<file path="src/sv/fcti_pkg.sv">
`default_nettype none
// ---------------------------------------------------------------------------
// fcti_pkg
// Shared constants, types and the rule table of the two-input fuzzy
// controller.
// ---------------------------------------------------------------------------
package fcti_pkg;

	localparam int FRAC_BITS = 8;
	localparam int NSETS     = 5;
	localparam int XW        = 16;
	localparam int DEG_W     = FRAC_BITS + 1;
	localparam int PROD_W    = DEG_W + XW;
	localparam int ACC_W     = PROD_W + 2;
	localparam int WSUM_W    = DEG_W + 2;
	localparam int DV_W      = ACC_W + 2;
	localparam int QUO_W     = XW;
	// Entry register, membership division, three rule stages, divider setup,
	// quotient stages and the output register.
	localparam int LATENCY   = 1 + FRAC_BITS + 3 + 1 + QUO_W + 1;

	localparam logic [DEG_W-1:0] DEG_ONE = DEG_W'(1) << FRAC_BITS;
	localparam logic signed [XW-1:0] X_LIM = XW'(100 << FRAC_BITS);

	typedef logic signed [XW-1:0] sample_t;
	typedef sample_t centers_t [NSETS];
	typedef logic [1:0] setidx_t;
	typedef logic [2:0] cidx_t;

	// Output set for each pair (row: first input set, column: second input set).
	localparam cidx_t RULE_TBL [NSETS*NSETS] = '{
		3'd0, 3'd0, 3'd0, 3'd2, 3'd3,
		3'd1, 3'd1, 3'd1, 3'd2, 3'd3,
		3'd0, 3'd1, 3'd2, 3'd3, 3'd4,
		3'd1, 3'd2, 3'd3, 3'd3, 3'd3,
		3'd1, 3'd2, 3'd4, 3'd4, 3'd4
	};

	// Degrees of the two adjacent sets lo and lo+1 for one input.
	typedef struct packed {
		setidx_t          lo;
		logic [DEG_W-1:0] dlo;
		logic [DEG_W-1:0] dhi;
	} fuzz_t;

endpackage
`default_nettype wire

</file>
<file path="src/sv/fcti_rules.sv">
`default_nettype none
// ---------------------------------------------------------------------------
// fcti_rules
// Fires the four rules of two adjacent set pairs: min strengths, rule table
// lookup, weighting by the chosen center and summation over three stages.
// ---------------------------------------------------------------------------
module fcti_rules (
	input  logic                                  clk,
	input  logic                                  arst_n,
	input  logic                                  in_valid,
	input  fcti_pkg::fuzz_t                       fz_a,
	input  fcti_pkg::fuzz_t                       fz_b,
	input  fcti_pkg::centers_t                    centers,
	output logic                                  out_valid,
	output logic signed [fcti_pkg::ACC_W-1:0]     num,
	output logic [fcti_pkg::WSUM_W-1:0]           wsum
);
	import fcti_pkg::*;

	logic [DEG_W-1:0]          w_c [4];
	sample_t                   c_c [4];
	logic [DEG_W-1:0]          w_s1 [4];
	sample_t                   c_s1 [4];
	logic signed [PROD_W-1:0]  prod_s2 [4];
	logic [WSUM_W-1:0]         wsum_s2;
	logic signed [ACC_W-1:0]   num_s3;
	logic [WSUM_W-1:0]         wsum_s3;
	logic                      vld_s1, vld_s2, vld_s3;

	// Pair p uses set lo+PA of the first input and lo+PB of the second.
	for (genvar p = 0; p < 4; p++) begin : g_pair
		localparam bit PA = (p >= 2);
		localparam bit PB = ((p % 2) == 1);
		logic [DEG_W-1:0] da, db;
		cidx_t            sa, sb, ridx;
		always_comb begin
			da   = PA ? fz_a.dhi : fz_a.dlo;
			db   = PB ? fz_b.dhi : fz_b.dlo;
			sa   = {1'b0, fz_a.lo} + cidx_t'(PA);
			sb   = {1'b0, fz_b.lo} + cidx_t'(PB);
			ridx = RULE_TBL[5'(sa * 5 + sb)];
			w_c[p] = (da < db) ? da : db;
			c_c[p] = centers[0];
			for (int c = 1; c < NSETS; c++) begin
				if (ridx == cidx_t'(c)) c_c[p] = centers[c];
			end
		end
	end

	always_ff @(posedge clk or negedge arst_n) begin
		if (!arst_n) begin
			vld_s1 <= 1'b0;
			vld_s2 <= 1'b0;
			vld_s3 <= 1'b0;
		end else begin
			vld_s1 <= in_valid;
			vld_s2 <= vld_s1;
			vld_s3 <= vld_s2;
		end
	end

	always_ff @(posedge clk) begin
		for (int p = 0; p < 4; p++) begin
			w_s1[p]    <= w_c[p];
			c_s1[p]    <= c_c[p];
			prod_s2[p] <= PROD_W'($signed({1'b0, w_s1[p]}) * c_s1[p]);
		end
		wsum_s2 <= WSUM_W'(w_s1[0]) + WSUM_W'(w_s1[1]) + WSUM_W'(w_s1[2]) + WSUM_W'(w_s1[3]);
		num_s3  <= ACC_W'(prod_s2[0]) + ACC_W'(prod_s2[1])
			+ ACC_W'(prod_s2[2]) + ACC_W'(prod_s2[3]);
		wsum_s3 <= wsum_s2;
	end

	assign out_valid = vld_s3;
	assign num       = num_s3;
	assign wsum      = wsum_s3;

endmodule
`default_nettype wire

</file>
<file path="config.mk">
export PLATFORM = sky130hd
export DESIGN_NAME = fcti_rules
export DESIGN_NICKNAME = d
export VERILOG_FILES = /design/src/sv/fcti_pkg.sv /design/src/sv/fcti_rules.sv
export SDC_FILE = /design/constraint.sdc
export NUM_CORES = 2
export LEC_CHECK = 0
export ABC_AREA = 0
export BUFFER_PORTS_ARGS = -buffer_cell sky130_fd_sc_hd__clkbuf_2
export CORE_ASPECT_RATIO = 0.8
export CORE_UTILIZATION = 50
export CTS_CLUSTER_DIAMETER = 80
export DETAILED_ROUTE_END_ITERATION = 10
export MAX_ROUTING_LAYER = met4
export PLACE_DENSITY = 0.71
export SETUP_SLACK_MARGIN = 0.02
export SLEW_MARGIN = 20
export SYNTH_ARGS = -nofsm -noshare
export SYNTH_HDL_FRONTEND = slang
export SYNTH_SLANG_ARGS = --single-unit
</file>
<file path="constraint.sdc">
create_clock -name clk -period 13.1 [get_ports clk]
set_input_delay 1.31 -clock clk [delete_from_list [all_inputs] [get_ports clk]]
set_output_delay 1.31 -clock clk [all_outputs]
set_load 0.005 [all_outputs]
</file>
==> flow_summary.json <==
{
  "die_y_um": 232,
  "clock-sinks": 252,
  "yosys.area_share.simple_pct": 12.8,
  "nets": 4562,
  "rrSetupSlack_ns": 7.18,
  "synth.mux.area_fraction_pct": 6.05,
  "synth_cell_types": 81,
  "io_pins": 162,
  "synth_top_area_share_pct": 33.1,
  "worst-path-max-fanout": 17,
  "ant_nets": 1,
  "synth-warning-count": 0,
  "gp_congestion": 0.950,
  "cts_resized": 0,
  "wl_um": 87500,
  "final_hold_viol_count": 0,
  "antenna_found_initial": 9,
  "arrival_ns": 6.39,
  "outcome": "finished with violations",
  "period_share_pct": 45.2,
  "skew_ns": 0.0148,
  "synthTopCellsByCount": "inv_1 (650), fa_1 (549), nand2_1 (430)",
  "worst_pin_slew_ns": 1.00,
  "violations": "antenna violations, design-rule violations",
  "async_flop_share_pct": 1.19,
  "synth_compound_area_share_pct": 8.70,
  "syn_inst": 3496,
  "fp-row-count": 84,
  "synth_area_um2": 33200,
  "drv_cap": 0,
  "die_area_um2": 67300,
  "grt_pass1_wl_um": 140000,
  "clock_path_buffers": 3,
  "rsz0062_at_grt": "false",
  "place_area_um2": 34700,
  "seq_area_frac_synth_pct": 15.3,
  "post_drt_via_cell_ratio": 5.39,
  "htree_levels": 1,
  "synth_top_family_by_area": "adder cells",
  "numCtsBuffers": 29,
  "syn_area_per_cell_um2": 9.48,
  "clkTransAtPathRegs_ns": 0.06,
  "ys_ff_latch": 252,
  "hold_class": "reg2reg",
  "slew_headroom_pct": 32.5,
  "synth_fa_ha_area_share_pct": 44.4,
  "worst_setup_path_end_kind": "flip-flop",
  "post_drt_wl_per_cell_um": 19.5,
  "ys_dominant_reg_cell": "dfxtp_1",
  "cts_tree": "built",
  "setup_viol": 0,
  "yosysMostFrequentCell": "inv_1",
  "gr-total-overflow": 0,
  "synth_edf_count": 0,
  "nFillCells": 5853,
  "root_buffer": "clkbuf_16",
  "first_global_vias": 25100,
  "drc": 3,
  "vias": 24100,
  "hpwl_um": 72800,
  "cts_hold_buf": 0,
  "drt_iter0_markers": 1832,
  "startpoint_type": "flip-flop",
  "worst_ep_required_time_ns": 13.57,
  "syn2layout_area_growth_pct": 7.76,
  "grt_start_max_net_pins": 33,
  "synth_area_leaders": "fa_1 (33%), dfxtp_1 (15%), ha_1 (11%)",
  "fin_crit_ns": 5.92,
  "syn-num-nets": 4466,
  "io_buffers": 161,
  "finalMaxSlewViolations": 0,
  "initial_utilization_pct": 50.5,
  "design.core.area_um2": 65700,
  "timing.fmax_ghz": 0.169,
  "worstSetupPathType": "reg2reg",
  "synth_top_area_cell": "fa_1",
  "design_area_um2": 35700,
  "track_usage_pct": 27.7,
  "drive_above_1_share_pct": 9.58,
  "die_w_um": 290,
  "clock_latency_ns": 0.59,
  "synth_xor_area_share_pct": 3.88,
  "cts_setup_buffers": 0,
  "firstDrtPassIters": 11,
  "fin_setup_tns_ns": 0
}
[final timing paths]
path | from | end | depth (start not counted)
max | w_s1[2][1]$_DFF_P_ | prod_s2[2][24]$_DFF_P_ | 18
min | wsum_s2[3]$_DFF_P_ | wsum[3]$_DFF_P_ | 0
max reg2reg | w_s1[2][1]$_DFF_P_ | prod_s2[2][24]$_DFF_P_ | 18
min reg2reg | wsum_s2[3]$_DFF_P_ | wsum[3]$_DFF_P_ | 0
max in group asynchronous | arst_n | out_valid$_DFF_PN0_ | 1
min in group asynchronous | arst_n | vld_s2$_DFF_PN0_ | 1
[stage by stage]
step	hold WS, ns	worst slack, ns	util (%)	std cells
5_1_grt	0.317	6.87	54.4	4474
3_5_place_dp	0.315	7.25	52.9	4420
6_report	0.327	7.18	54.4	4481
3_3_place_gp	0.311	7.32	52.8	4419
4_1_cts	0.320	7.23	54.3	4471
2_1_floorplan	0.310	7.79	-	3496
[routing by layer]
layer  part of all wire (%)  global-route usage [%]  vias up  wire (um)
li1                       -                       -    11200          -
met4                    3.6                    8.71        0       3130
met1                     46                    37.9    11900      40000
met2                     42                    40.8      893      36500
met3                    9.0                    6.11      137       7890
met5                      0                       -        -          0
[flip-flops by register name (all words and copies together), names as in the netlist]
name / cells
w_s1: 36
prod_s2: 100
vld_s2: 1
vld_s1: 1
wsum: 11
c_s1: 64
out_valid: 1
num: 27
wsum_s2: 11
[kinds of logic after synthesis]
| group | count (synthesis) |
|---|---|
| and+or+nand+nor | 885 |
| adders and majority gates | 847 |
| buffers and inverters | 764 |
| AOI/OAI and AO/OA | 416 |
| DFF | 252 |
| muxes | 186 |
| xor gates and xnor gates | 146 |
[layout by cell type, fill, tap and decap left out, types with 15 or more instances in the layout]
| master | count |
|---|---|
| inv_1 | 650 |
| o21ai_0 | 43 |
| a21o_1 | 52 |
| o21ai_1 | 21 |
| a21oi_1 | 114 |
| mux2i_1 | 101 |
| and2_1 | 267 |
| mux2_2 | 75 |
| nand2_1 | 430 |
| o21bai_1 | 16 |
| o21a_1 | 36 |
| xnor2_1 | 110 |
| ha_1 | 298 |
| xor2_1 | 35 |
| clkbuf_2 | 161 |
| nand3_1 | 38 |
| o211ai_1 | 23 |
| dfxtp_1 | 249 |
| clkbuf_16 | 29 |
| nor3_1 | 21 |
| fa_1 | 549 |
| buf_4 | 15 |
| a211oi_1 | 17 |
| nor2_1 | 63 |
| a222oi_1 | 16 |
[worst max-delay path, cell delays in order, from the launching register on]
cell and delay [ns]:
dfxtp_1 0.77, nand2_1 0.17, fa_1 0.56, inv_1 0.05, fa_1 0.48, fa_1 0.50
fa_1 0.49, inv_1 0.05, fa_1 0.47, inv_1 0.04, ha_1 0.32, a21o_1 0.23
or3_1 0.35, a211oi_1 0.35, o21bai_1 0.16, o211ai_1 0.32, a31oi_1 0.20, mux2i_1 0.18
nand4_1 0.09
[cell type report]
cell class | instances | area (um^2) | area share [%]
well taps | 860 | 1080 | 3.01
multi-input cells | 2480 | 25200 | 70.6
repair buffers | 178 | 948 | 2.65
clock inverters | 19 | 215 | 0.602
inverters | 651 | 2450 | 6.85
flip-flops and latches | 252 | 5060 | 14.2
diodes | 9 | 22.5 | 0.0630
clock buffers | 32 | 747 | 2.09
Power is not shown: default switching activity piles up to over one toggle a cycle in this logic, so the estimate is an artifact.
