<file path="src/sv/fcti_pkg.sv">
`default_nettype none
// ---------------------------------------------------------------------------
// fcti_pkg
// Shared constants, types and the rule table of the two-input fuzzy
// controller.
// ---------------------------------------------------------------------------
package fcti_pkg;

	localparam int FRAC_BITS = 8;
	localparam int NSETS     = 5;
	localparam int XW        = 16;
	localparam int DEG_W     = FRAC_BITS + 1;
	localparam int PROD_W    = DEG_W + XW;
	localparam int ACC_W     = PROD_W + 2;
	localparam int WSUM_W    = DEG_W + 2;
	localparam int DV_W      = ACC_W + 2;
	localparam int QUO_W     = XW;
	// Entry register, membership division, three rule stages, divider setup,
	// quotient stages and the output register.
	localparam int LATENCY   = 1 + FRAC_BITS + 3 + 1 + QUO_W + 1;

	localparam logic [DEG_W-1:0] DEG_ONE = DEG_W'(1) << FRAC_BITS;
	localparam logic signed [XW-1:0] X_LIM = XW'(100 << FRAC_BITS);

	typedef logic signed [XW-1:0] sample_t;
	typedef sample_t centers_t [NSETS];
	typedef logic [1:0] setidx_t;
	typedef logic [2:0] cidx_t;

	// Output set for each pair (row: first input set, column: second input set).
	localparam cidx_t RULE_TBL [NSETS*NSETS] = '{
		3'd0, 3'd0, 3'd0, 3'd2, 3'd3,
		3'd1, 3'd1, 3'd1, 3'd2, 3'd3,
		3'd0, 3'd1, 3'd2, 3'd3, 3'd4,
		3'd1, 3'd2, 3'd3, 3'd3, 3'd3,
		3'd1, 3'd2, 3'd4, 3'd4, 3'd4
	};

	// Degrees of the two adjacent sets lo and lo+1 for one input.
	typedef struct packed {
		setidx_t          lo;
		logic [DEG_W-1:0] dlo;
		logic [DEG_W-1:0] dhi;
	} fuzz_t;

endpackage
`default_nettype wire

</file>
<file path="src/sv/fcti_wdiv.sv">
`default_nettype none
// ---------------------------------------------------------------------------
// fcti_wdiv
// Pipelined restoring divider for the weighted average, rounded to nearest
// with ties away from zero; one quotient bit a stage.
// ---------------------------------------------------------------------------
module fcti_wdiv (
	input  logic                              clk,
	input  logic                              arst_n,
	input  logic                              in_valid,
	input  logic signed [fcti_pkg::ACC_W-1:0] num,
	input  logic [fcti_pkg::WSUM_W-1:0]       wsum,
	output logic                              out_valid,
	output fcti_pkg::sample_t                 res
);
	import fcti_pkg::*;

	typedef struct packed {
		logic             neg;
		logic [DV_W-1:0]  rem;
		logic [DV_W-1:0]  dvs;
		logic [QUO_W-1:0] quo;
	} qstep_t;

	logic [ACC_W-1:0] mag;
	qstep_t           entry;
	qstep_t           stg_s [QUO_W+1];
	qstep_t           nxt [QUO_W];
	logic             vld_s [QUO_W+1];
	sample_t          res_q;
	logic             vld_q;

	always_comb begin
		mag       = num[ACC_W-1] ? ACC_W'(-num) : ACC_W'(num);
		entry.neg = num[ACC_W-1];
		entry.rem = (DV_W'(mag) << 1) + DV_W'(wsum);
		entry.dvs = DV_W'(wsum) << 1;
		entry.quo = '0;
	end

	// Stage t decides quotient bit QUO_W-1-t.
	for (genvar t = 0; t < QUO_W; t++) begin : g_step
		logic [DV_W-1:0] sh;
		always_comb begin
			sh     = stg_s[t].dvs << (QUO_W - 1 - t);
			nxt[t] = stg_s[t];
			if (stg_s[t].rem >= sh) begin
				nxt[t].rem                  = stg_s[t].rem - sh;
				nxt[t].quo[QUO_W - 1 - t]   = 1'b1;
			end
		end
	end

	always_ff @(posedge clk or negedge arst_n) begin
		if (!arst_n) begin
			for (int i = 0; i <= QUO_W; i++) vld_s[i] <= 1'b0;
			vld_q <= 1'b0;
		end else begin
			vld_s[0] <= in_valid;
			for (int i = 0; i < QUO_W; i++) vld_s[i+1] <= vld_s[i];
			vld_q <= vld_s[QUO_W];
		end
	end

	always_ff @(posedge clk) begin
		stg_s[0] <= entry;
		for (int i = 0; i < QUO_W; i++) stg_s[i+1] <= nxt[i];
		res_q <= stg_s[QUO_W].neg ? sample_t'(~stg_s[QUO_W].quo + 1'b1)
			: sample_t'(stg_s[QUO_W].quo);
	end

	assign out_valid = vld_q;
	assign res       = res_q;

endmodule
`default_nettype wire

</file>
<file path="config.mk">
export PLATFORM = sky130hd
export DESIGN_NAME = fcti_wdiv
export DESIGN_NICKNAME = d
export VERILOG_FILES = /design/src/sv/fcti_pkg.sv /design/src/sv/fcti_wdiv.sv
export SDC_FILE = /design/constraint.sdc
export NUM_CORES = 1
export LEC_CHECK = 0
export BUFFER_PORTS_ARGS = -buffer_cell sky130_fd_sc_hd__buf_2
export CORE_MARGIN = 4
export CORE_UTILIZATION = 56
export CTS_CLUSTER_DIAMETER = 200
export DETAILED_ROUTE_END_ITERATION = 8
export GPL_TIMING_DRIVEN = 0
export HOLD_SLACK_MARGIN = 0.03
export PLACE_DENSITY = 0.83
export SYNTH_ARGS = -nofsm -noshare
export SYNTH_HDL_FRONTEND = slang
export SYNTH_SLANG_ARGS = --single-unit
</file>
<file path="constraint.sdc">
create_clock -name clk -period 2.7 [get_ports clk]
set_input_delay 0.27 -clock clk [delete_from_list [all_inputs] [get_ports clk]]
set_output_delay 0.27 -clock clk [all_outputs]
set_load 0.01 [all_outputs]
</file>
==> results.md, run 1 <==
- The total CTS buffers is 76.
- The combinational group share of total power is 35.4%.
- The number of design-rule violations left by the first detailed-router iteration is 1840.
- The count of buffer and inverter cells on the critical path is 2.
- The run finished, with violations left.
- The number of nets in the synthesized netlist is 3239.
- The count of yosys warnings during synthesis is 0.
- The net total in the final layout is 3494.
- The number of buffers on the longest clock path is 3.
- The number of diodes is 0.
- The cell count after synthesis is 2993.
- Pin placement for this block handled 58 I/O pins.
- The H-tree was split into 3 levels.
- The fraction of registers with async set/reset is 2.219%.
- In the layout the commonest cells are 774 x sky130_fd_sc_hd__dfxtp_1, 254 x sky130_fd_sc_hd__inv_1, 192 x sky130_fd_sc_hd__nor2_1, 173 x sky130_fd_sc_hd__ha_1, 160 x sky130_fd_sc_hd__xnor2_1.
- The fmax is 0.3497 GHz.
- The area added between synthesis and finish is 21.09%.
- In the global route stage, overall resource usage came out at 24.39%.
- The total power per unit cell area is 1220 nW/um2.
- The placer's final routability congestion estimate is 0.8931.
- For the pin with the worst max-slew slack, the measured transition is 0.8436 ns.
- The via count of the first global-routing pass is 23210.
- The sequential cell area fraction in the yosys report is 53.14%.
- For this run, design rule violations remaining after detail routing come to 0.
- The reported leakage power is 16.03 nW.
- The period utilization is 105.9%.
- The share of total power dissipated in the clock network is 24.6%.
- The total wirelength of the detailed-routed design is 80640 um.
- The endpoint required time on the critical path is 3.20 ns.
- The placement-stage cell area is 32000 um2.
- The number of flops mapped to enable cells by yosys is 0.
- STA puts the critical path data arrival time at 3.36 ns.
- Setup violations remaining at the end of the flow were counted as 49.
- The initial antenna violation count is 1.
- The final critical path time including I/O delays and setup is 2.860 ns.
- The worst-case IR drop observed on VDD is 0.0009235 V.
- The clock tree from TritonCTS is built.
- The pre-antenna-repair detailed-routing pass consisted of 6 iterations.
- The share of total power dissipated in sequential elements is 40.0%.
- The total congestion overflow after global routing is 0.
- In the final routed layout, each cell accounts on average for 20.14 um.
- Entering global routing, the biggest net connects 19 pins.
- Setup repair after global routing could not meet its margin everywhere.
- The checks that failed: setup timing.
- The first global-routing pass estimated 118000 um of wire.
- Setup slack on the critical path of the routed design comes to -0.1596 ns.
- Cells with a size suffix above 1 make up 18.26% of the layout.
- Traced cell by cell, the critical path runs through inv_1, ha_1, nor4b_1, nand2_1, nor3_4, nor3_1, o2111ai_2, buf_4, mux2_2.
- The via total after detailed routing is 23460.
- The internal power of the cells totals 29.21 mW.
- The total area inside the core boundary comes to 54030 um2.
- The later pin in the worst-skew pair is clocked with a latency of 0.65 ns.
- The max-slew violation count is 0.
- By startpoint and endpoint, the worst setup path is classified as reg2reg.
- CTS saw 811 sinks.
- Clock-pin slew was measured on the worst setup and hold paths at 0.06 ns.
- The HPWL reported at the end of detailed placement is 46410 um.
- The final non-filler cell area is 37200 um2.
- The library cell used most frequently in the layout, excluding fill and tap cells, is sky130_fd_sc_hd__dfxtp_1.
- The clock arrives with 0.04339 ns of skew.
- The worst pin sits at a relative slew slack of 43.33%.
- STA classifies the critical path endpoint as a register.
- The maximum fanout count along the critical path is 4.
- The finished layout holds 4004 standard cells, fillers aside.
- The number of buffers inserted by port buffering is 56.
- The horizontal die dimension is 242.2 um.
- The kind of launch point of the worst setup path is a register.
- The largest single stage delay on the critical path is 0.51 ns.
- The worst hold path belongs to the class in2reg.
- The switching part of the total is 35.62%.
- The floorplan step defined a die boundary enclosing 58670 um2.
- The floorplan step set the die height to 242.2 um.
- Once the floorplan was initialized, standard cells occupied 56.86% of the core.
- The post-synthesis area per instance is 10.26 um2.
- Synthesis instantiated 82 different standard cells from the library.
- Dividing the detail-routed via count by the number of cells gives 5.860.
- The final-layout worst hold slack is 0.05341 ns.
- The largest individual stage delay along the critical path comes from the cell sky130_fd_sc_hd__nor4b_1.
- Counting flops and latches in the post-synthesis netlist gives 811.
- The net switching component of the power is 16.16 mW.
- The cell sitting at the root of the clock tree is a sky130_fd_sc_hd__clkbuf_16.
- The cell family with the largest share of critical-path delay is simple AND/OR/NAND/NOR gates.
- For this run, the leading register cell type out of synthesis is sky130_fd_sc_hd__dfxtp_1.
- The summed instance area of the synthesized netlist is 30720 um2.
- The hold violation total from the final report is 0.
- The residual antenna-violating net count after detailed routing is 0.
- The cell count after placement is 3745.
- The number of max-cap violations is 0.
- The number of rows in the core area is 85.
what timing repair did:
item                                    4_1_cts  5_1_grt
endpoints found under the hold margin        37        0
buffers inserted                             36       67
cloned                                        4        3
endpoints found under the setup margin      281      292
pin swaps                                    31       76
hold buffers                                 19        0
gates resized for setup                     168      259
stage by stage:
stage | TNS (ns) | power, mW | setup WS [ns] | utilization [%]
after detailed placement | -73.44 | 30.62 | -0.5917 | 59.23
after CTS | -0.7132 | 42.88 | -0.08505 | 66.28
final | -2.501 | 45.37 | -0.1596 | 68.85
after global placement | -62.13 | 30.22 | -0.5521 | 59.23
after floorplan | -0.08127 | 27.46 | -0.03803 | -
after global routing | -10.83 | 47.49 | -0.2309 | 68.85
power groups by stage:
stage	sequential, mW	clock (mW)	combinational (mW)
floorplan	17.1	0	10.3
global placement	17.8	0	12.4
detailed placement	17.9	0	12.7
CTS	17.8	11.1	14.0
global route	18.4	11.7	17.4
finish	18.1	11.2	16.1
cell type report:
type	instances	area, um2
Fill cell	3363	16830
Sequential cell	811	16350
Multi-Input combinational cell	1880	14630
Clock buffer	109	2146
Timing Repair Buffer	182	1379
Inverter	259	977.2
Tap cell	696	870.8
Clock inverter	29	483.0
Buffer	38	360.3
cell families (layout without fill, tap and decap cells):
kind of cell	Yosys count	in the layout	synth area share, %
fa+ha+maj	205	205	8.741
xor+xnor	292	292	8.325
flops	811	811	53.14
buf+inv	302	617	3.723
compound gates	535	535	10.79
simple gates	809	809	13.89
other cells	1	1	0.01221
mux	38	38	1.369
registers in the layout, summed over array words and instances (netlist names):
| signal | count |
|---|---|
| stg_s | 777 |
| vld_s | 17 |
| res | 16 |
| out_valid | 1 |
final timing paths:
| kind | slack [ns] | from | cells past startpoint | endpoint |
|---|---|---|---|---|
| max | -0.16 | stg_s[3][21] | 9 | stg_s[4][64] |
| min | 0.05 | num[15] | 3 | stg_s[0][61] |
| max reg2reg | -0.16 | stg_s[3][21] | 9 | stg_s[4][64] |
| min reg2reg | 0.30 | stg_s[7][10] | 0 | stg_s[8][10] |
| max in group asynchronous | 2.35 | arst_n | 2 | out_valid |
| min in group asynchronous | 0.06 | arst_n | 2 | vld_s[11] |
cell usage after synthesis (all sizes together) (12+ instances only):
cell type | count | area [um2]
a211oi | 13 | 97.59
a21boi | 15 | 112.6
a21o | 44 | 330.3
a21oi | 159 | 795.8
a31oi | 12 | 75.07
and2 | 12 | 75.07
clkbuf | 40 | 150.1
dfrtp | 18 | 450.4
dfxtp | 793 | 15880
fa | 16 | 320.3
ha | 189 | 2365
inv | 259 | 972.2
mux2 | 32 | 360.3
nand2 | 141 | 529.3
nand2b | 53 | 331.6
nand3 | 41 | 217.7
nand4 | 36 | 225.2
nand4b | 12 | 111.4
nor2 | 204 | 765.7
nor2b | 43 | 269.0
nor3 | 83 | 425.4
nor4 | 49 | 306.5
nor4b | 12 | 120.1
o21a | 20 | 150.1
o21ai | 163 | 819.5
o31ai | 22 | 165.2
o41ai | 15 | 131.4
or2 | 17 | 106.4
or3 | 37 | 231.5
or4 | 28 | 217.7
xnor2 | 162 | 1419
xor2 | 130 | 1139
layer usage:
metal  wire [um]  up-vias  global-route usage (%)
met2       41650     1056                   45.50
met1       29550    11220                   26.67
met4        4788        0                   11.35
li1            -    10810                       -
met5           0        -                       0
met3        4657      377                   4.615
worst reg2reg max path: stages (launching register included):
cell and delay [ns]:
sky130_fd_sc_hd__dfxtp_1 0.34, sky130_fd_sc_hd__inv_1 0.05, sky130_fd_sc_hd__ha_1 0.45, sky130_fd_sc_hd__nor4b_1 0.52
sky130_fd_sc_hd__nand2_1 0.20, sky130_fd_sc_hd__nor3_4 0.34, sky130_fd_sc_hd__nor3_1 0.15, sky130_fd_sc_hd__o2111ai_2 0.16
sky130_fd_sc_hd__buf_4 0.18, sky130_fd_sc_hd__mux2_2 0.34
Note: power is estimated with default switching activity, not from simulation.
==> run 2: changes to the inputs <==
--- a/config.mk
+++ b/config.mk
@@ -6,13 +6,15 @@
 export NUM_CORES = 1
 export LEC_CHECK = 0
 export BUFFER_PORTS_ARGS = -buffer_cell sky130_fd_sc_hd__buf_2
-export CORE_MARGIN = 4
+export CAP_MARGIN = 20
+export CORE_MARGIN = 3
 export CORE_UTILIZATION = 56
 export CTS_CLUSTER_DIAMETER = 200
 export DETAILED_ROUTE_END_ITERATION = 8
 export GPL_TIMING_DRIVEN = 0
 export HOLD_SLACK_MARGIN = 0.03
 export PLACE_DENSITY = 0.83
+export RECOVER_POWER = 25
 export SYNTH_ARGS = -nofsm -noshare
 export SYNTH_HDL_FRONTEND = slang
 export SYNTH_SLANG_ARGS = --single-unit
==> results.md, run 2 (synthesized netlist as in run 1, its figures left out) <==
- The flow ran to the end, but the final reports show violations.
- The checks that failed: setup timing.
- The per-cell routed wire length is 20.72 um.
- More flip-flops sit in one register than any other, and that register is stg_s.
- The detailed router placed 23480 vias in this run.
- Global routing consumed, over all layers together, 25.09% of the routing resources.
- The internal portion of the total power is 29.27 mW.
- For this run, the detailed router's first-pass iteration total came to 8.
- The total of fill cells in the finished design is 3374.
- On the critical path, the stage with the largest delay is an instance of sky130_fd_sc_hd__fa_2.
- Entering global routing, the biggest net connects 19 pins.
- The share of total power dissipated in combinational logic is 35.6%.
- The total CTS buffers is 76.
- The cell sitting at the root of the clock tree is a sky130_fd_sc_hd__clkbuf_16.
- Setup repair after global routing could not meet its margin everywhere.
- Data on the critical path is required at its endpoint by 3.21 ns.
- The relative contribution of sequential cells to total power is 39.9%.
- The via count of the first global-routing pass is 22930.
- The number of ports placed on the die boundary is 58.
- The clock tree from TritonCTS is built.
- At the placement stage, the worst setup path has a slack of -0.5909 ns.
- The tool flagged a number of max-cap violations equal to 0.
- The routed via count divided by cell count is 5.886.
- The most common library cell in the layout ignoring fill and taps is sky130_fd_sc_hd__dfxtp_1.
- The kind of launch point of the worst setup path is a register.
- The register with the most flip-flops in the layout has 777 of them.
- Once detail routing completed, the nets flagged for antenna violations numbered 0.
- In this run the vertical extent of the chip is 240.2 um.
- The hold violation total from the final report is 0.
- The non-filler instance count after layout is 3989.
- The utilization after layout is 68.68%.
- The initial antenna violation count is 1.
- The worst clock skew is 0.04303 ns.
- In the layout the commonest cells are 768 x sky130_fd_sc_hd__dfxtp_1, 253 x sky130_fd_sc_hd__inv_1, 192 x sky130_fd_sc_hd__nor2_1, 171 x sky130_fd_sc_hd__ha_1, 158 x sky130_fd_sc_hd__xnor2_1.
- In the final layout, the share of cells above drive strength 1 is 17.77%.
- The area used by sequential logic in the layout is 16370 um2.
- The multi-input logic area is 14640 um2.
- The total congestion overflow after global routing is 0.
- Power spread over the standard cell area amounts to 1228 nW/um2.
- The clock tree synthesis step divided the H-tree into 3 levels.
- The HPWL reported at the end of detailed placement is 46450 um.
- The total wirelength of the detailed-routed design is 82660 um.
- The path class of the lowest-slack min-delay path is in2reg.
- Once routing completed, OpenROAD measured the worst setup slack at -0.1003 ns.
- The peak ir drop on the vdd network is 0.0007987 V.
- For this run, the post-layout net count is 3480.
- The floorplan step defined a core boundary enclosing 54030 um2.
- No sink is reached through more buffers than the 3 on the longest clock path.
- The placer's final routability congestion estimate is 0.8982.
- The max-slew violation count was 0.
- The period utilization is 103.7%.
- The signal arrival time at the worst endpoint is 3.31 ns.
- The net switching component of the power is 16.31 mW.
- By startpoint and endpoint, the worst setup path is classified as reg2reg.
- In this run, the number of DRC markers left after iteration 0 of detailed routing was 1864.
- The worst slew margin relative to its limit is 38.20%.
- The critical path goes through inv_2, ha_4, fa_2, nand2b_4, a21boi_4, o21ai_2, nor4b_4, o31a_1, o2111ai_4, buf_6, buf_6, mux2_4.
- The starting density of the core is 56.86%.
- The cell seen most often among critical-path stages is sky130_fd_sc_hd__buf_6.
- Setup violations remaining at the end of the flow were counted as 31.
- The switching part of the total is 35.79%.
- After detailed routing, the number of remaining DRC violations is 0.
- The number of buffers inserted by port buffering is 56.
- The maximum fanout count along the critical path is 3.
- The worst setup path is captured at a register.
- The analysis attributes to cell leakage a power of 15.93 nW.
- The clock net in this run drives a total of 811 sinks.
- The maximum cell stage delay along the critical path is 0.36 ns.
- The finished cells cover 37110 um2.
- The area growth from synthesis to layout is 20.79%.
- The cell count after placement is 3745.
- The placement-stage cell area is 32000 um2.
- The first global-routing pass estimated 116400 um of wire.
- For the worst-skew pair, the clock arrives at the later sink with an insertion delay of 0.65 ns.
- The clock network accounts for 24.6% of the total power.
- The register clock-pin slew on the reported worst setup and hold paths is 0.06 ns.
- The overall die area is 57700 um2.
- In this run the core area contains 85 standard-cell rows.
- The horizontal die dimension is 240.2 um.
- The fmax is 0.3571 GHz.
- The pin slew with the least headroom to its limit is 0.9185 ns.
- For the finished layout, the period the worst path requires is 2.800 ns.
[run 2: cell count changes in the layout (fill, tap and decap cells not counted), moves of 4 or more]
cell	previous run	this run
sky130_fd_sc_hd__buf_6	21	16
sky130_fd_sc_hd__o21ai_0	103	108
sky130_fd_sc_hd__dfxtp_1	774	768
sky130_fd_sc_hd__nand3_1	31	35
sky130_fd_sc_hd__clkinvlp_4	7	3
sky130_fd_sc_hd__buf_2	61	50
sky130_fd_sc_hd__clkbuf_8	18	23
sky130_fd_sc_hd__clkbuf_1	26	32
sky130_fd_sc_hd__dfxtp_2	17	21
[run 2: power by group through the flow]
stage	clock, mW	sequential, mW	combinational (mW)
3_3_place_gp	0	17.8	12.4
3_5_place_dp	0	17.9	12.7
4_1_cts	11.2	17.8	14.0
6_report	11.2	18.2	16.2
2_1_floorplan	0	17.1	10.3
5_1_grt	11.7	18.4	17.6
[run 2: final cells by class]
type | instances | share of cell area, %
timing repair buffer | 168 | 3.294
clock inverter | 24 | 1.258
tap | 696 | 2.347
inverter | 259 | 2.634
multi-input combinational | 1881 | 39.46
sequential | 811 | 44.11
antenna | 1 | 0.006744
clock buffer | 112 | 5.921
buffer | 37 | 0.9711
[run 2: final timing paths]
kind                                    start            end  slack (ns)  cells past startpoint
worst max register to register   stg_s[5][56]   stg_s[6][62]       -0.10                     12
max in group asynchronous              arst_n       vld_s[4]        2.32                      2
worst min-delay path                  num[15]   stg_s[0][61]        0.06                      3
worst max-delay path             stg_s[5][56]   stg_s[6][62]       -0.10                     12
worst min register to register  stg_s[11][13]  stg_s[12][13]        0.32                      0
min in group asynchronous              arst_n      vld_s[12]        0.08                      2
[run 2: what timing repair did]
action                                 CTS  global route
gates cloned                             2             1
resized for setup                      172           249
setup endpoints to repair              281           267
pin swaps                               26            82
hold buffers                            18             0
setup buffers                           40            54
endpoints found under the hold margin   36             0
[run 2: worst max-delay path: cells and delay by family, from the launching register on]
kind	cells	cell delay [ns]
DFF	1	0.33
adders and majority gates	2	0.52
buffers and inverters	3	0.29
and+or+nand+nor	2	0.32
AOI/OAI and AO/OA	4	0.88
muxes	1	0.31
[run 2: routing by layer]
layer / track usage, % / part of all wire (%) / up-vias
met5: 0 / 0.016 / -
met4: 12.82 / 7.1 / 2
met3: 4.714 / 6.0 / 412
met2: 46.18 / 50 / 1015
met1: 27.51 / 37 / 11280
li1: - / - / 10770
[run 2: through the flow]
stage / power [mW] / TNS, ns / hold slack, ns
6_report: 45.58 / -0.9330 / 0.05881
5_1_grt: 47.68 / -9.830 / 0.05768
4_1_cts: 43.00 / -0.08134 / 0.03137
3_5_place_dp: 30.64 / -72.87 / 0.2281
3_3_place_gp: 30.22 / -61.53 / 0.2026
2_1_floorplan: 27.46 / -0.08127 / -0.02559
