<file path="config.mk">
export PLATFORM = sky130hd
export DESIGN_NAME = fcti_fuzz
export DESIGN_NICKNAME = d
export VERILOG_FILES = /design/src/sv/fcti_pkg.sv /design/src/sv/fcti_fuzz.sv
export SDC_FILE = /design/constraint.sdc
export NUM_CORES = 1
export LEC_CHECK = 0
export ABC_AREA = 1
export BUFFER_PORTS_ARGS = -buffer_cell sky130_fd_sc_hd__buf_2
export CELL_PAD_IN_SITES_DETAIL_PLACEMENT = 1
export CELL_PAD_IN_SITES_GLOBAL_PLACEMENT = 2
export CORE_MARGIN = 5
export CORE_UTILIZATION = 33
export CTS_CLUSTER_SIZE = 20
export DETAILED_ROUTE_END_ITERATION = 8
export PLACE_DENSITY = 0.8
export SLEW_MARGIN = 20
export SYNTH_ARGS = -nofsm -noshare
export SYNTH_HDL_FRONTEND = slang
export SYNTH_SLANG_ARGS = --single-unit
</file>
<file path="constraint.sdc">
create_clock -name clk -period 2.2 [get_ports clk]
set_input_delay 0.11 -clock clk [delete_from_list [all_inputs] [get_ports clk]]
set_output_delay 0.11 -clock clk [all_outputs]
set_load 0.02 [all_outputs]
</file>
<file path="src/sv/fcti_pkg.sv">
`default_nettype none
// ---------------------------------------------------------------------------
// fcti_pkg
// Shared constants, types and the rule table of the two-input fuzzy
// controller.
// ---------------------------------------------------------------------------
package fcti_pkg;

	localparam int FRAC_BITS = 8;
	localparam int NSETS     = 5;
	localparam int XW        = 16;
	localparam int DEG_W     = FRAC_BITS + 1;
	localparam int PROD_W    = DEG_W + XW;
	localparam int ACC_W     = PROD_W + 2;
	localparam int WSUM_W    = DEG_W + 2;
	localparam int DV_W      = ACC_W + 2;
	localparam int QUO_W     = XW;
	// Entry register, membership division, three rule stages, divider setup,
	// quotient stages and the output register.
	localparam int LATENCY   = 1 + FRAC_BITS + 3 + 1 + QUO_W + 1;

	localparam logic [DEG_W-1:0] DEG_ONE = DEG_W'(1) << FRAC_BITS;
	localparam logic signed [XW-1:0] X_LIM = XW'(100 << FRAC_BITS);

	typedef logic signed [XW-1:0] sample_t;
	typedef sample_t centers_t [NSETS];
	typedef logic [1:0] setidx_t;
	typedef logic [2:0] cidx_t;

	// Output set for each pair (row: first input set, column: second input set).
	localparam cidx_t RULE_TBL [NSETS*NSETS] = '{
		3'd0, 3'd0, 3'd0, 3'd2, 3'd3,
		3'd1, 3'd1, 3'd1, 3'd2, 3'd3,
		3'd0, 3'd1, 3'd2, 3'd3, 3'd4,
		3'd1, 3'd2, 3'd3, 3'd3, 3'd3,
		3'd1, 3'd2, 3'd4, 3'd4, 3'd4
	};

	// Degrees of the two adjacent sets lo and lo+1 for one input.
	typedef struct packed {
		setidx_t          lo;
		logic [DEG_W-1:0] dlo;
		logic [DEG_W-1:0] dhi;
	} fuzz_t;

endpackage
`default_nettype wire

</file>
<file path="src/sv/fcti_fuzz.sv">
`default_nettype none
// ---------------------------------------------------------------------------
// fcti_fuzz
// Clamps one input, finds its region between the centers and computes the
// membership degrees with a pipelined restoring divider, one bit a stage.
// ---------------------------------------------------------------------------
module fcti_fuzz (
	input  logic               clk,
	input  logic               arst_n,
	input  logic               in_valid,
	input  fcti_pkg::sample_t  x,
	input  fcti_pkg::centers_t centers,
	output logic               out_valid,
	output fcti_pkg::fuzz_t    fz
);
	import fcti_pkg::*;

	typedef enum logic [1:0] {
		RG_LOW  = 2'b01,
		RG_MID  = 2'b10,
		RG_HIGH = 2'b00
	} region_t;

	typedef struct packed {
		region_t              rg;
		setidx_t              lo;
		logic [XW-1:0]        den;
		logic [XW-1:0]        rem;
		logic [FRAC_BITS-1:0] quo;
	} dstep_t;

	sample_t          xc;
	dstep_t           entry;
	dstep_t           stg_s [FRAC_BITS+1];
	logic             vld_s [FRAC_BITS+1];
	dstep_t           nxt [FRAC_BITS];
	logic [DEG_W-1:0] dhi;

	always_comb begin
		xc = x;
		if (x < -X_LIM) xc = -X_LIM;
		if (x > X_LIM) xc = X_LIM;
		entry     = '0;
		entry.rg  = RG_HIGH;
		entry.lo  = setidx_t'(NSETS - 2);
		if (xc < centers[0]) begin
			entry.rg = RG_LOW;
			entry.lo = '0;
		end else begin
			// Walk downward so that the lowest matching region wins.
			for (int k = NSETS - 2; k >= 0; k--) begin
				if (xc < centers[k+1]) begin
					entry.rg  = RG_MID;
					entry.lo  = setidx_t'(k);
					entry.den = XW'(centers[k+1] - centers[k]);
					entry.rem = XW'(xc - centers[k]);
				end
			end
		end
	end

	for (genvar i = 0; i < FRAC_BITS; i++) begin : g_step
		logic [XW:0] r2;
		always_comb begin
			r2     = {stg_s[i].rem, 1'b0};
			nxt[i] = stg_s[i];
			if (r2 >= {1'b0, stg_s[i].den}) begin
				nxt[i].rem = XW'(r2 - {1'b0, stg_s[i].den});
				nxt[i].quo = {stg_s[i].quo[FRAC_BITS-2:0], 1'b1};
			end else begin
				nxt[i].rem = r2[XW-1:0];
				nxt[i].quo = {stg_s[i].quo[FRAC_BITS-2:0], 1'b0};
			end
		end
	end

	always_ff @(posedge clk or negedge arst_n) begin
		if (!arst_n) begin
			for (int i = 0; i <= FRAC_BITS; i++) vld_s[i] <= 1'b0;
		end else begin
			vld_s[0] <= in_valid;
			for (int i = 0; i < FRAC_BITS; i++) vld_s[i+1] <= vld_s[i];
		end
	end

	always_ff @(posedge clk) begin
		stg_s[0] <= entry;
		for (int i = 0; i < FRAC_BITS; i++) stg_s[i+1] <= nxt[i];
	end

	always_comb begin
		case (stg_s[FRAC_BITS].rg)
			RG_LOW:  dhi = '0;
			RG_MID:  dhi = {1'b0, stg_s[FRAC_BITS].quo};
			default: dhi = DEG_ONE;
		endcase
	end

	assign fz.lo     = stg_s[FRAC_BITS].lo;
	assign fz.dhi    = dhi;
	assign fz.dlo    = DEG_ONE - dhi;
	assign out_valid = vld_s[FRAC_BITS];

endmodule
`default_nettype wire

</file>
==> out/results.txt, run 1 <==
status: complete, but fails checks
failing checks: negative setup slack
initial antenna violation count: 1
clk_lat worst skew: 580 ps
Final nets: 3,975
CP Class: input pin to flop
Reg2Reg Depth: 16
LEAKAGE: 0.0160 uW
Unique masters post-synth: 57
class of the worst hold path: input pin to flop
critical path peak fanout: 7
synthesis warning total: 0
slowest CP cell: or2_4
synthesized area per cell: 7.68 sq um
worst-margin pin slew: 469 ps
CTS tree: done
period utilization: 135%
Die Ht: 260 microns
max cap viols: 0
max-slew violation count: 0
utilization after layout: 54.1%
fraction of layout cells with a size suffix above 1: 42.8%
post-DP HPWL: 65.5 mm
clock sink count: 337
max frequency: 0.336 GHz
leading post-synthesis cells by instance count: nand2_1 (550), inv_1 (358), dfxtp_1 (328), a21oi_1 (285), ha_1 (269)
drt pass-1 iters: 5
Reg area: 0.00685 sq mm
hold slack: 51.9 ps
Die X: 260 microns
Root Driver: clkbuf_16
Initial Utilization: 33.4%
#FFs+latches synth: 337
Core Region: 0.0618 sq mm
routed wire length: 91.8 mm
CTS H-tree depth: 2
pin count of the biggest net entering global routing: 29
Vias/cell: 5.02
power density over the cells: 1640 mW/mm^2
cell count of the worst hold path: 5
WL/cell: 20.6 microns
Final Hold Vio Count: 0
num ports: 120
initial DRC count: 854
largest stage delay on the critical path: 300 ps
Port Buffers: 119
cell with the most instances after synthesis: nand2_1
total negative slack: -29,830 ps
top_reg_cell synth: dfxtp_1
Synth-to-Final Area Change: 62.0%
Max IR drop VDD: 0.000819 V
DRC: 0
top cell type's share of synthesized area: 31.8%
via count: 22,400
vias in the first global route: 24,700
RSZ-0062 raised after global routing: yes
slew margin rel.: 68.5%
synthesized net count: 3,071
die area: 0.0677 sq mm
global-route wire length before repair: 132 mm
Mapped Cells: 2,688
Max clock buf depth: 3
Final Setup Violations: 79
# rows: 91
startpoint types: input pin
Routed Antenna Nets: 0
fin worst setup slack: -774 ps
footprint of the multi-input gates: 0.0154 sq mm
post-synthesis sequential area ratio: 32.9%
RD Place Congestion: 0.946
Synth async-reset ratio: 2.67%
Clock transition at path regs: 60 ps
Post-synth EDFFs: 0
clock skew: 45.0 ps
fill count: 7,262
largest cells by area after synthesis: dfxtp_1 (32%), ha_1 (16%), nand2_1 (10%)
total design power: 54,700 uW
gr ovfl total: 0
cell area after synthesis: 0.0207 sq mm
total track usage: 24.6%
WP data required: 2720 ps
Top cell by count, worst path: nand2_2
nature of the critical path endpoint: flop
cell accounting for the most synthesized area: dfxtp_1
total CTS buffers: 39
CP Data Arrival Time: 3500 ps
fin crit period: 2970 ps
post-placement setup slack: -1870 ps
-- final cells by class --
class                      instances  area share, %
antenna                            1        0.00748
inverter                         370           4.58
timing repair inverter             7          0.280
sequential                       337           20.5
clock buffer                      54           3.20
clock inverter                    18          0.718
multi-input combinational       1946           46.0
timing repair buffer             891           21.6
tap                              837           3.13
-- flip-flops by register name, indices dropped and copies added, names as in the netlist --
name       cells
out_valid      1
vld_s          8
stg_s        328
-- routing by layer --
metal	vias to the layer above	part of all wire [%]	global-route usage, %
li1	10800	-	-
met1	10900	36	24.8
met2	462	55	50.4
met3	267	2.5	2.31
met4	0	6.5	11.0
met5	-	0	0
-- layout by cell type (no fill, tap or decap), types with 53 or more instances in the layout --
cell type    n
nand2_1    415
inv_1      322
nor2_1     101
o21ai_1     65
o21ai_2     53
buf_4      679
xnor2_1     87
xor2_1      83
nand3_1     78
o21ai_0     80
nand2_4     58
nand2_2     81
buf_6       53
a21oi_2     68
a21oi_1    196
ha_1       203
dfxtp_1    290
ha_4        53
buf_2      109
-- worst paths after layout --
kind / startpoint / to / slack [ps]
min in group asynchronous: arst_n / vld_s[4]$_DFF_PN0_ / 550
worst min register to register: stg_s[1][173]$_DFF_P_ / stg_s[2][41]$_DFF_P_ / 310
max in group asynchronous: arst_n / vld_s[7]$_DFF_PN0_ / 1320
worst max register to register: stg_s[1][114]$_DFF_P_ / stg_s[1][147]$_DFF_P_ / -250
worst max-delay path: x[5] / stg_s[0][34]$_SDFF_PP0_ / -770
worst min-delay path: centers[61] / stg_s[0][37]$_SDFF_PP0_ / 50
-- through the flow --
step | instance area (sq um) | instances
after global routing | 33500 | 4460
after global placement | 27000 | 4219
final | 33500 | 4461
after CTS | 31100 | 4398
after detailed placement | 27000 | 4219
after floorplan | 20900 | 2688
-- cell families after synthesis --
| kind of cell | after synthesis | share of synthesized area [%] |
|---|---|---|
| xor+xnor | 180 | 7.63 |
| fa+ha+maj | 284 | 17.8 |
| flops | 337 | 32.9 |
| compound gates | 595 | 15.9 |
| buf+inv | 408 | 7.88 |
| simple gates | 884 | 18.0 |
-- report_power, final --
part | switching [uW] | total [uW] | internal [uW]
registers | 1760 | 10600 | 8880
logic | 19800 | 37500 | 17700
clock network | 2780 | 6620 | 3840
total | 24300 | 54700 | 30400
-- repair_timing --
action,CTS,global route
hold buffers,3,0
buffers inserted,96,53
cloned,11,14
pin swaps,174,156
resized for setup,474,451
setup endpoints to repair,148,149
endpoints found under the hold margin,10,0
-- worst max-delay path: cells and delay by family --
kind	cells	cell delay, ps
compound gates	5	700
fa+ha+maj	1	210
buf+inv	7	920
simple gates	14	1540
Power figures use the tool's default switching activity.
==> inputs of run 2 (changes only) <==
- ABC_AREA: 1 -> unset
- CAP_MARGIN: unset -> 20
- CORE_UTILIZATION: 33 -> 35
- PLACE_DENSITY: 0.8 -> 0.81
- clock period: 2.2 -> 2.55 ns (I/O delays scaled with it)
==> run 2 against run 1 <==
The run still ends with negative setup slack left. Via count is 12% lower. Setup slack worse by 220 ps. Combinational power is 25% lower. Critical path depth is 6 lower. Sequential power is 15% lower. Register-to-register slack better by 20 ps. Hold slack better by 44 ps. Global-route usage is 1.8 points lower. Synthesized cell count is 14% lower. Critical path type unchanged. Highest routed layer unchanged.
==> out/results.txt, run 2 <==
Routed Antenna Nets: 0
max frequency: 0.282 GHz
top cell type's share of synthesized area: 31.8%
WL/cell: 20.1 microns
post-placement setup slack: -1730 ps
GR peak layer: met2
Largest register FFs: 328
startpoint types: input pin
failing checks: negative setup slack
cell area after synthesis: 0.0206 sq mm
power density over the cells: 1400 mW/mm^2
DRC: 0
most frequent cells in the layout: buf_4 (522), dfxtp_1 (305), inv_1 (248)
WP data required: 2950 ps
Max clock buf depth: 3
CP Data Arrival Time: 3950 ps
die area: 0.0639 sq mm
Root Driver: clkbuf_16
CTS tree: done
Initial Utilization: 35.2%
critical path peak fanout: 5
Final Hold Vio Count: 0
Antenna diodes: 0
pin count of the biggest net entering global routing: 17
Core Region: 0.0587 sq mm
# rows: 89
synthesized area per cell: 8.88 sq um
total CTS buffers: 37
via count: 19,600
worst-margin pin slew: 561 ps
gr ovfl total: 0
Synth async-reset ratio: 2.67%
cell accounting for the most synthesized area: dfxtp_1
Die Ht: 253 microns
CP Class: input pin to flop
Final Setup Violations: 80
initial antenna violation count: 0
Unique masters post-synth: 88
post-DP HPWL: 59.8 mm
M1 GR Usage: 23.6%
CTS H-tree depth: 2
max cap viols: 0
post-synthesis sequential area ratio: 32.9%
Clock transition at path regs: 60 ps
status: complete, but fails checks
met3 usage: 2.37%
Max IR drop VDD: 0.000923 V
fin worst setup slack: -996 ps
Die X: 253 microns
fill count: 6,669
clk_lat worst skew: 530 ps
nature of the critical path endpoint: flop
period utilization: 139%
RSZ-0062 raised after global routing: yes
Port Buffers: 119
class of the worst hold path: input pin to flop
LEAKAGE: 0.0140 uW
num ports: 120
largest cells by area after synthesis: dfxtp_1 (32%), ha_1 (16%), xnor2_1 (5.1%)
vias in the first global route: 21,500
clock skew: 16.7 ps
routed wire length: 77.3 mm
top_reg_cell synth: dfxtp_1
utilization after layout: 51.4%
synthesis warning total: 0
initial DRC count: 673
leading post-synthesis cells by instance count: dfxtp_1 (328), ha_1 (269), inv_1 (259), a21oi_1 (194), nor2_1 (182)
met2 Usage GRT: 45.7%
Vias/cell: 5.11
fin crit period: 3550 ps
global-route wire length before repair: 116 mm
drt pass-1 iters: 4
most common cell after layout, fill and taps aside: buf_4
RD Place Congestion: 0.997
fraction of layout cells with a size suffix above 1: 37.4%
Post-synth EDFFs: 0
total track usage: 22.8%
Final nets: 3,420
cell with the most instances after synthesis: dfxtp_1
synthesized net count: 2,707
Mapped Cells: 2,324
Synth-to-Final Area Change: 46.0%
slew margin rel.: 62.2%
#FFs+latches synth: 337
clock sink count: 337
max-slew violation count: 0
largest register by flop count: stg_s
## run 2: path summary, 6_finish.rpt
| kind | from | end | slack (ps) | cells after the start |
|---|---|---|---|---|
| max | x[11] | stg_s[0][21]$_SDFF_PP0_ | -1000 | 21 |
| min | centers[79] | stg_s[0][39]$_SDFF_PP0_ | 100 | 4 |
| max reg2reg | stg_s[1][69]$_DFF_P_ | stg_s[1][103]$_DFF_P_ | -230 | 13 |
| min reg2reg | stg_s[1][129]$_DFF_P_ | stg_s[1][173]$_DFF_P_ | 320 | 0 |
| max in group asynchronous | arst_n | vld_s[7]$_DFF_PN0_ | 1690 | 3 |
| min in group asynchronous | arst_n | vld_s[1]$_DFF_PN0_ | 580 | 3 |
## run 2: cells by family (layout without fill, tap and decap cells)
logic type      Yosys count  count (layout)  synth area share (%)
flops                   337             337                  32.9
simple gates            558             562                  13.3
fa+ha+maj               284             284                  17.8
xor+xnor                174             174                  7.38
compound gates          625             625                  20.3
mux                      49              49                  2.65
buf+inv                 297            1033                  5.67
## run 2: report_power, final
group,leakage (uW),switching (uW),internal (uW),total [uW]
sequential,0.00286,1220,7730,8960
combinational,0.0106,13800,14200,28000
clock,0.000580,2130,3020,5160
total,0.0140,17200,24900,42100
## run 2: cell type report
cell class                 instances  area [sq um]  share of cell area, %
multi-input combinational       1694         14700                   48.7
sequential                       337          6820                   22.6
clock buffer                      54          1070                   3.55
tap                              773           967                   3.21
inverter                         259           980                   3.25
clock inverter                    12           103                  0.340
timing repair buffer             708          5520                   18.3
## run 2: what timing repair did
action	CTS	global route
pin swaps	90	125
resized for setup	261	214
setup buffers	55	46
gates cloned	10	5
setup endpoints to repair	157	151
hold buffers	3	0
endpoints found under the hold margin	10	0
## run 2: layer usage
metal | wire length [microns] | vias up
li1 | - | 9599
met1 | 28800 | 9571
met2 | 42900 | 287
met3 | 1690 | 146
met4 | 3920 | 0
met5 | 0 | -
## run 2: critical path, cell delays in order
cell,delay [ps]
buf_6,90
a311o_1,330
nand2_1,90
ha_4,200
or2_4,240
o31ai_4,170
buf_6,150
buf_12,150
nand2_8,70
inv_6,60
ha_1,220
nor2b_4,140
o31ai_4,300
a21oi_2,130
o211ai_1,260
buf_4,190
a21boi_2,50
o21a_1,210
or3_4,390
a32oi_2,220
o221ai_2,130
## run 2: stage by stage
step	power (uW)	hold slack [ps]	area [sq um]	std cells	TNS, ps
floorplan	23000	-168	20900	2324	-39360
global placement	30200	-19.9	26000	3665	-85100
detailed placement	31200	-15.2	26000	3665	-94750
CTS	40000	75.6	29000	3797	-41310
global route	45000	138	30100	3837	-49230
finish	42100	96.1	30100	3837	-39220
==> inputs of run 3 (changes only) <==
- clock period: 2.55 -> 3 ns (I/O delays scaled with it)
==> run 3 against run 2 <==
The run still ends with negative setup slack left. Non-clock buffer count shrank 249. Setup slack better by 470 ps. Die area is the same. Register-to-register slack better by 360 ps. Hold slack gained 60 ps. Via count shrank 5.8%.
==> out/results.txt, run 3 (synthesis results as in run 2) <==
CTS H-tree depth: 2
total CTS buffers: 38
Die Ht: 253 microns
sequential power share: 24.6%
largest register by flop count: stg_s
Max IR drop VDD: 0.000755 V
slowest CP cell: or3_4
die area: 0.0639 sq mm
max-slew violation count: 0
power density over the cells: 1130 mW/mm^2
crit path launch: x[11]
most common cell after layout, fill and taps aside: dfxtp_1
via count: 18,500
drt pass-1 iters: 4
end of the critical path: stg_s[0][15]$_SDFF_PP0_
Port Buffers: 119
failing checks: negative setup slack
clock sink count: 337
Initial Utilization: 35.2%
crit path buf inv count: 7
max cap viols: 0
CTS tree: done
initial antenna violation count: 0
Clock power frac: 15.4%
Final Hold Vio Count: 0
CP Data Arrival Time: 3990 ps
Die X: 253 microns
fin crit period: 3530 ps
delay-heaviest family, CP: compound AO/OA/AOI/OAI gates
Vias/cell: 5.14
fill count: 6,842
initial DRC count: 546
Root Driver: clkbuf_16
max frequency: 0.283 GHz
RSZ-0062 raised after global routing: yes
nature of the critical path endpoint: flop
worst reg2reg setup slack: 130 ps
Synth-to-Final Area Change: 31.0%
Worst R2R End: stg_s[1][98]$_DFF_P_
status: complete, but fails checks
critical-path cell list: buf_6, a311o_1, nand2_2, ha_4, or2_4, o31ai_4, buf_12, buf_6, and2_4, ha_4, a21oi_2, o21ai_2, or3_4, o211ai_4, buf_6, o22ai_4, buf_12, buf_12, buf_4, o221ai_1, o21ai_1, a21oi_1
class of the worst hold path: input pin to flop
Switching Share: 40.9%
clk_lat worst skew: 530 ps
combinational share of power: 60.0%
critical path depth: 22
critical path peak fanout: 8
footprint of the multi-input gates: 0.0136 sq mm
period utilization: 118%
Core Region: 0.0587 sq mm
DRC: 0
total track usage: 21.2%
worst-margin pin slew: 681 ps
hold slack: 156 ps
Final Setup Violations: 36
# rows: 89
gr ovfl total: 0
Final nets: 3,171
fraction of layout cells with a size suffix above 1: 25.5%
Worst R2R Start: stg_s[1][69]$_DFF_P_
Reg2Reg Depth: 12
post-DP HPWL: 56.9 mm
slew margin rel.: 54.2%
Net Sw Power: 12,500 uW
Largest register FFs: 328
WP data required: 3460 ps
startpoint types: input pin
Max clock buf depth: 3
utilization after layout: 46.1%
num ports: 120
most frequent cells in the layout: dfxtp_1 (328), buf_4 (307), ha_1 (258)
LEAKAGE: 0.0125 uW
routed wire length: 69.3 mm
fin worst setup slack: -530 ps
total design power: 30,500 uW
largest stage delay on the critical path: 390 ps
WL/cell: 19.3 microns
global-route wire length before repair: 109 mm
Reg area: 0.00679 sq mm
pin count of the biggest net entering global routing: 26
Routed Antenna Nets: 0
clock skew: 17.6 ps
Clock transition at path regs: 60 ps
CP Class: input pin to flop
vias in the first global route: 20,600
RD Place Congestion: 0.905
internal power: 18,000 uW
[run 3: cell types whose count changed in the layout (fill, tap and decap cells not counted), moves of 16 or more]
cell	delta
a21oi_1	+23
buf_4	-215
a21oi_2	-16
nor2_1	+29
dfxtp_2	-23
nor2_2	-19
mux2_4	-36
ha_4	-20
buf_6	-28
o21ai_0	+19
ha_1	+24
dfxtp_1	+23
mux2_2	+23
[run 3: worst min path at each step]
stage	start	end	slack, ps	cells past startpoint
after CTS	centers[79]	stg_s[0][39]$_SDFF_PP0_	120	4
after floorplan	arst_n	out_valid$_DFF_PN0_	-150	0
final	centers[79]	stg_s[0][39]$_SDFF_PP0_	160	4
after global placement	arst_n	vld_s[7]$_DFF_PN0_	8	1
after detailed placement	arst_n	vld_s[7]$_DFF_PN0_	20	1
after global routing	centers[79]	stg_s[0][39]$_SDFF_PP0_	160	4
[run 3: power groups by stage]
| stage | combinational, uW | clock [uW] | sequential, uW |
|---|---|---|---|
| 4_1_cts | 17900 | 4840 | 7530 |
| 3_5_place_dp | 17200 | 0 | 7610 |
| 2_1_floorplan | 12100 | 0 | 7190 |
| 3_3_place_gp | 16600 | 0 | 7540 |
| 5_1_grt | 20200 | 5020 | 7730 |
| 6_report | 18300 | 4700 | 7510 |
[run 3: final cells by class]
cell class | instances | area share (%)
Clock inverter | 14 | 0.740
Tap cell | 773 | 3.58
Inverter | 259 | 3.59
Multi-Input combinational cell | 1693 | 50.1
Clock buffer | 54 | 3.96
Timing Repair Buffer | 459 | 12.9
Antenna cell | 1 | 0.00925
Sequential cell | 337 | 25.1
[run 3: worst reg2reg max path, stage by stage (launching register included)]
cell      delay, ps
dfxtp_1         320
inv_1            40
ha_1            290
nor2b_1         140
o21a_1          220
o21ai_4         220
a311oi_4        170
o41ai_4         370
a21oi_2         130
o21a_1          230
nor2_4          120
buf_12          150
mux2_2          340
[run 3: per-layer routing]
metal / track usage (%) / vias up / wire length [microns]
li1: - / 9089 / -
met3: 1.79 / 125 / 1340
met2: 42.5 / 243 / 37500
met1: 23.0 / 9007 / 27500
met4: 7.42 / 0 / 2910
met5: 0 / - / 0
[run 3: repair_timing]
action,4_1_cts,5_1_grt
resized for setup,104,43
gates cloned,5,2
buffers inserted,28,9
hold buffers,3,0
setup endpoints to repair,58,117
endpoints found under the hold margin,10,0
pin swaps,48,27
[run 3: through the flow]
step | instance area, sq um | setup TNS, ps | std cells | setup WS [ps]
floorplan | 20800 | -23150 | 2324 | -683
CTS | 26700 | -16080 | 3578 | -504
detailed placement | 24600 | -48590 | 3474 | -1510
global placement | 24600 | -45660 | 3474 | -1470
global route | 27100 | -19910 | 3589 | -627
finish | 27100 | -16920 | 3590 | -530
